===== config.mk =====
export PLATFORM = sky130hd
export DESIGN_NAME = sbus_frame_decoder_core
export DESIGN_NICKNAME = d
export VERILOG_FILES = /design/src/sv/sbd_pkg.sv /design/src/sv/sbus_frame_decoder_core.sv
export SDC_FILE = /design/constraint.sdc
export NUM_CORES = 1
export LEC_CHECK = 0
export ABC_AREA = 1
export BUFFER_PORTS_ARGS = -buffer_cell sky130_fd_sc_hd__buf_2
export CAP_MARGIN = 20
export CORE_MARGIN = 1
export CORE_UTILIZATION = 62
export DETAILED_ROUTE_END_ITERATION = 10
export MAX_ROUTING_LAYER = met4
export PLACE_DENSITY_LB_ADDON = 0.1
export SLEW_MARGIN = 10
export SYNTH_ARGS = -nofsm -noshare
export SYNTH_HDL_FRONTEND = slang
export SYNTH_SLANG_ARGS = --single-unit

===== constraint.sdc =====
create_clock -name i_clk -period 13.25 [get_ports i_clk]
set_input_delay 1.325 -clock i_clk [delete_from_list [all_inputs] [get_ports i_clk]]
set_output_delay 1.325 -clock i_clk [all_outputs]
set_load 0.03 [all_outputs]

===== src/sv/sbd_pkg.sv =====
// Package for the SBUS frame decoder: transfer types and frame constants.
package sbd_pkg;

    localparam int FRAME_LEN      = 25;
    localparam int RX_BUF_LEN_DEF = 32;
    localparam int NUM_CHANNELS   = 16;
    localparam int CH_IDX_W       = 4;
    localparam int CHAN_W         = 11;
    localparam int FIRST_DATA     = 1;
    localparam int NUM_DATA       = 22;
    localparam int STREAM_W       = NUM_DATA * 8;
    localparam int FLAG_POS       = 23;

    localparam logic [7:0] SBUS_HEADER = 8'h0F;
    localparam logic [7:0] SBUS_FOOTER = 8'h00;

    localparam logic REQ_BYTE = 1'b0;
    localparam logic REQ_IDLE = 1'b1;

    localparam logic [CH_IDX_W-1:0] LAST_CH = CH_IDX_W'(NUM_CHANNELS - 1);

    typedef struct packed {
        logic       req_type;
        logic [7:0] rx_byte;
    } t_in_item;

    typedef struct packed {
        logic [CH_IDX_W-1:0] channel_index;
        logic [CHAN_W-1:0]   channel_value;
        logic [7:0]          frame_flags;
        logic                last_channel;
    } t_out_item;

endpackage


===== src/sv/sbus_frame_decoder_core.sv =====
// SBUS frame decoder top level: byte capture, frame check and channel emission.
//
//  channel | dir | payload                 | handshake
//  --------+-----+-------------------------+---------------------------
//  in      | in  | sbd_pkg::t_in_item      | i_in_valid / o_in_ready
//  out     | out | sbd_pkg::t_out_item     | o_out_valid / i_out_ready
//
// A byte transfer is taken every cycle and produces nothing; up to 25 bytes
// shift into a 25-byte shift line. A good idle loads the result register in
// the next cycle and 16 results follow, one per cycle while i_out_ready is high.
// An idle is held off only while a previous frame is still draining, except in
// the cycle its last result is taken. Reset clears the count and the output.
module sbus_frame_decoder_core #(
    parameter int RX_BUF_LEN = sbd_pkg::RX_BUF_LEN_DEF
) (
    input  logic                i_clk,
    input  logic                i_rst_n,
    input  logic                i_in_valid,
    output logic                o_in_ready,
    input  sbd_pkg::t_in_item   i_in,
    output logic                o_out_valid,
    input  logic                i_out_ready,
    output sbd_pkg::t_out_item  o_out
);

    localparam int CNT_W = $clog2(RX_BUF_LEN + 1);

    logic [7:0]                     r_frame [sbd_pkg::FRAME_LEN];
    logic [CNT_W-1:0]               r_count;
    logic                           r_out_valid;
    sbd_pkg::t_out_item             r_out;
    logic [sbd_pkg::STREAM_W-1:0]   r_stream;

    logic                           n_out_valid;
    sbd_pkg::t_out_item             n_out;
    logic [sbd_pkg::STREAM_W-1:0]   n_stream;

    logic                           in_xfer;
    logic                           out_xfer;
    logic                           byte_xfer;
    logic                           idle_xfer;
    logic                           frame_ok;
    logic [sbd_pkg::STREAM_W-1:0]   stream;

    assign out_xfer  = r_out_valid && i_out_ready;
    assign o_in_ready = (i_in.req_type == sbd_pkg::REQ_BYTE) || !r_out_valid
                        || (i_out_ready && r_out.last_channel);
    assign in_xfer   = i_in_valid && o_in_ready;
    assign byte_xfer = in_xfer && (i_in.req_type == sbd_pkg::REQ_BYTE);
    assign idle_xfer = in_xfer && (i_in.req_type == sbd_pkg::REQ_IDLE);

    assign frame_ok = (r_count == CNT_W'(sbd_pkg::FRAME_LEN))
                      && (r_frame[0] == sbd_pkg::SBUS_HEADER)
                      && (r_frame[sbd_pkg::FRAME_LEN-1] == sbd_pkg::SBUS_FOOTER);

    always_comb begin
        for (int i = 0; i < sbd_pkg::NUM_DATA; i++) begin
            stream[i*8 +: 8] = r_frame[sbd_pkg::FIRST_DATA + i];
        end
    end

    // bytes shift in at the top; after a full frame byte 0 sits at entry 0
    always_ff @(posedge i_clk) begin
        if (byte_xfer && (r_count < CNT_W'(sbd_pkg::FRAME_LEN))) begin
            for (int i = 0; i < sbd_pkg::FRAME_LEN - 1; i++) begin
                r_frame[i] <= r_frame[i+1];
            end
            r_frame[sbd_pkg::FRAME_LEN-1] <= i_in.rx_byte;
        end
    end

    always_ff @(posedge i_clk) begin
        if (!i_rst_n) begin
            r_count <= '0;
        end else if (idle_xfer) begin
            r_count <= '0;
        end else if (byte_xfer && (r_count < CNT_W'(RX_BUF_LEN))) begin
            r_count <= r_count + CNT_W'(1);
        end
    end

    always_comb begin
        n_out_valid = r_out_valid;
        n_out       = r_out;
        n_stream    = r_stream;
        if (out_xfer) begin
            if (r_out.last_channel) begin
                n_out_valid = 1'b0;
            end else begin
                n_out.channel_index = r_out.channel_index + sbd_pkg::CH_IDX_W'(1);
                n_out.channel_value = r_stream[sbd_pkg::CHAN_W-1:0];
                n_out.last_channel  = (n_out.channel_index == sbd_pkg::LAST_CH);
                n_stream            = r_stream >> sbd_pkg::CHAN_W;
            end
        end
        if (idle_xfer && frame_ok) begin
            n_out_valid         = 1'b1;
            n_out.channel_index = '0;
            n_out.channel_value = stream[sbd_pkg::CHAN_W-1:0];
            n_out.frame_flags   = r_frame[sbd_pkg::FLAG_POS];
            n_out.last_channel  = 1'b0;
            n_stream            = stream >> sbd_pkg::CHAN_W;
        end
    end

    always_ff @(posedge i_clk) begin
        if (!i_rst_n) begin
            r_out_valid <= 1'b0;
        end else begin
            r_out_valid <= n_out_valid;
        end
    end

    always_ff @(posedge i_clk) begin
        r_out    <= n_out;
        r_stream <= n_stream;
    end

    assign o_out_valid = r_out_valid;
    assign o_out       = r_out;

    a_last_matches_index: assert property (@(posedge i_clk) disable iff (!i_rst_n)
        o_out_valid |-> (o_out.last_channel == (o_out.channel_index == sbd_pkg::LAST_CH)))
        else $error("last marker does not match channel index");

    a_index_steps: assert property (@(posedge i_clk) disable iff (!i_rst_n)
        (o_out_valid && i_out_ready && !o_out.last_channel) |=>
        (o_out_valid && (o_out.channel_index ==
            $past(o_out.channel_index) + sbd_pkg::CH_IDX_W'(1))))
        else $error("channel sequence broken");

    a_count_bound: assert property (@(posedge i_clk) disable iff (!i_rst_n)
        r_count <= CNT_W'(RX_BUF_LEN))
        else $error("byte count beyond buffer size");

    a_idle_clears: assert property (@(posedge i_clk) disable iff (!i_rst_n)
        idle_xfer |=> (r_count == '0))
        else $error("idle did not clear byte count");

    a_no_idle_while_busy: assert property (@(posedge i_clk) disable iff (!i_rst_n)
        (idle_xfer && r_out_valid) |-> (i_out_ready && r_out.last_channel))
        else $error("idle taken while a frame is draining");

endmodule


==> summary.json <==
{
  "numCtsBuffers": 39,
  "crit_path_max_fanout": 100,
  "place.port_buffers": 38,
  "cts_tree": "yes",
  "outcome": "finished, final reports clean",
  "rsz0062_at_grt": "false",
  "cp_slowest_cell": "buf_4",
  "ys_top_cells_by_area": "edfxtp_1 (78%), nand2_1 (9.2%), nand3_1 (5.6%), dfxtp_1 (1.6%), buf_2 (1.3%)",
  "design.core.area_mm2": 0.02347,
  "cts.reportedPaths.clkPinSlew_ns": 0.06,
  "worst_pin_slew_ns": 1.053,
  "critical_path.cell_chain": "buf_2 > nand2_1 > a21oi_2 > inv_1 > nor2_4 > buf_4 > nand2_8 > nand2_4 > buf_4 > buf_4",
  "route.detailed.wl_per_inst_um": 17.41,
  "yosys.cell_types.count": 24,
  "detailroute.via_count": 8050,
  "clock_skew_ns": 0.01274,
  "top_ports": 39,
  "layout_worst_path_cycle_share_pct": 40.54,
  "critical_path_class": "in2reg",
  "worst-path-buf-inv": 5,
  "drt_wl_total_mm": 25.47,
  "floorplan.initialDensity_pct": 63.19,
  "synthesis.area_per_instance_um2": 13.71,
  "postRouteAntennaNets": 0,
  "firstDrtPassIters": 4,
  "grt.overflow.total": 0,
  "cp-start-kind": "primary input",
  "cts_htree_levels": 2,
  "insertedDiodeCount": 0,
  "crit_path_end_kind": "flop",
  "placement_rows": 56,
  "r2r_start": "r_count[0]",
  "cts_hold_repair.buffers": 0,
  "overall_fraction_of_global_route_tracks_in_use_pct": 21.91,
  "bufs_on_longest_clock_path": 3,
  "finalHoldViolCount": 0,
  "finalSetupViolCount": 0,
  "fin_nets": 1133,
  "yosysMostFrequentCell": "edfxtp_1",
  "netlist_area_pre_place_mm2": 0.01483,
  "maxSlewHeadroom_pct": 29.79,
  "clock_insertion_delay_worst_skew_ns": 0.51,
  "yosysSeqAreaShare_pct": 79.37,
  "synth_cells": 1082,
  "post_cts.resized_instances": 0,
  "post_cts.repair.setup_buffers": 0,
  "leakage_nw": 5.486,
  "dieArea_mm2": 0.02454,
  "primary_ff_master_synth": "edfxtp_1",
  "timing.fmax_mhz": 186.2,
  "first_iter_violations": 678,
  "grt_pass1_vias": 7626,
  "netlist.area_leader.share_pct": 77.75,
  "cp_slowest_stage_delay_ns": 0.84,
  "min_period_ns": 5.372,
  "drive_gt1_share_pct": 9.091,
  "drv_cap": 0,
  "irDropWorstVdd_v": 0.0001489,
  "clock_sink_count": 396,
  "cp_top_family": "buffers and inverters",
  "placed_cells_incl_taps": 1392,
  "startpoint": "i_out_ready",
  "place.gp.congestion": 0.8013,
  "worstHoldStart": "r_frame[0][47]",
  "finalNonFillerCells": 1463,
  "detailed_route_vias_per_instance": 5.502,
  "yosysTopAreaCell": "edfxtp_1",
  "ys_async_sr_fraction_pct": 0,
  "hp-class": "reg2reg",
  "synth_enable_flop_cells": 384,
  "crit_required_ns": 13.39,
  "synthesis.yosys.warnings": 0,
  "die_height_um": 156.7,
  "area_growth_pct": 10.18,
  "synth_seq_cells": 396,
  "grt_max_degree": 101,
  "mappedNetlistNets": 1100,
  "worst_ep_arrival_time_ns": 5.51,
  "grt_pass1_wl_mm": 39.94,
  "fin_setup_tns_ns": 0,
  "power.density_cell_area_mw_per_mm2": 149.7,
  "path_common_cell": "buf_4",
  "netlist_top_cells_count": "edfxtp_1 (384), nand2_1 (363), nand3_1 (167)",
  "finalMaxSlewViolations": 0,
  "hpwlAfterDp_mm": 13.69,
  "route.detailed.drc": 0,
  "number_of_antenna_violations_at_the_first_check_in_global_routing": 0,
  "die_width_um": 156.7,
  "root_buffer": "clkbuf_16",
  "layout.filler_cells": 1605
}
[power breakdown]
part           internal [mW]  switching (mW)
Clock                  0.593           0.427
Combinational        0.00438          0.0164
Sequential              1.39          0.0139
Total                   1.99           0.457
[final timing paths]
path,endpoint,slack [ns],cells after the start
worst max-delay path,r_stream[153],7.88,10
worst min register to register,r_frame[0][39],0.45,0
worst min-delay path,r_frame[0][39],0.45,0
worst max register to register,r_stream[153],8.27,9
[through the flow]
step / utilization, % / cell area, µm² / setup slack, ns / hold WS [ns] / power (mW)
floorplan: - / 14830 / 0.9817 / 0.4215 / 1.447
finish: 69.62 / 16340 / 7.878 / 0.4464 / 2.446
CTS: 69.50 / 16310 / 7.874 / 0.4441 / 2.466
global route: 69.62 / 16340 / 7.525 / 0.4504 / 2.515
global placement: 64.49 / 15140 / 7.417 / 0.4276 / 1.450
detailed placement: 64.49 / 15140 / 7.317 / 0.4339 / 1.451
[kinds of logic (layout without fill, tap and decap cells)]
| logic type | count (synthesis) | in the layout | synth area share, % |
|---|---|---|---|
| compound gates | 16 | 16 | 0.5652 |
| xor+xnor | 1 | 1 | 0.05906 |
| fa+ha+maj | 5 | 5 | 0.4218 |
| buf+inv | 87 | 149 | 3.357 |
| flops | 396 | 396 | 79.37 |
| simple gates | 577 | 577 | 16.23 |
[sequential cells by signal (all words and copies together), names as in the netlist]
name	count
o_out	24
o_out_valid	1
r_count	6
r_frame	200
r_stream	165
[cell usage in the layout (no fill, tap or decap), types with 11 or more instances in the layout]
master and instances:
dfxtp_1 12, edfxtp_1 384, clkbuf_1 13, buf_2 38, a21oi_1 11, inv_1 30, nand3_1 167, clkbuf_16 39
nand2_1 362, nor2_1 37
[metal layers]
metal / GRT usage, % / wire [µm] / vias to the layer above
li1: - / - / 3846
met1: 30.49 / 11440 / 4016
met2: 34.03 / 12620 / 149
met3: 3.212 / 961 / 39
met4: 6.443 / 450 / 0
met5: - / 0 / -
[final cells by class]
cell class | instances | area, µm² | share of cell area [%]
inverters | 31 | 116.4 | 0.7120
repair buffers | 48 | 285.3 | 1.746
clock inverters | 16 | 125.1 | 0.7656
multi-input cells | 599 | 2592 | 15.86
flip-flops and latches | 396 | 11770 | 72.03
well taps | 319 | 399.1 | 2.442
clock buffers | 54 | 1052 | 6.439
[worst reg2reg max path, stage by stage (launching register included)]
cell and delay, ns:
dfxtp_1 0.41, ha_1 0.19, nand2_1 0.06, nand3b_1 0.20, nor2_4 0.12, buf_4 0.63
nand2_8 0.57, nand2_4 0.77, buf_4 0.86, buf_4 0.76
Power figures use the tool's default switching activity.
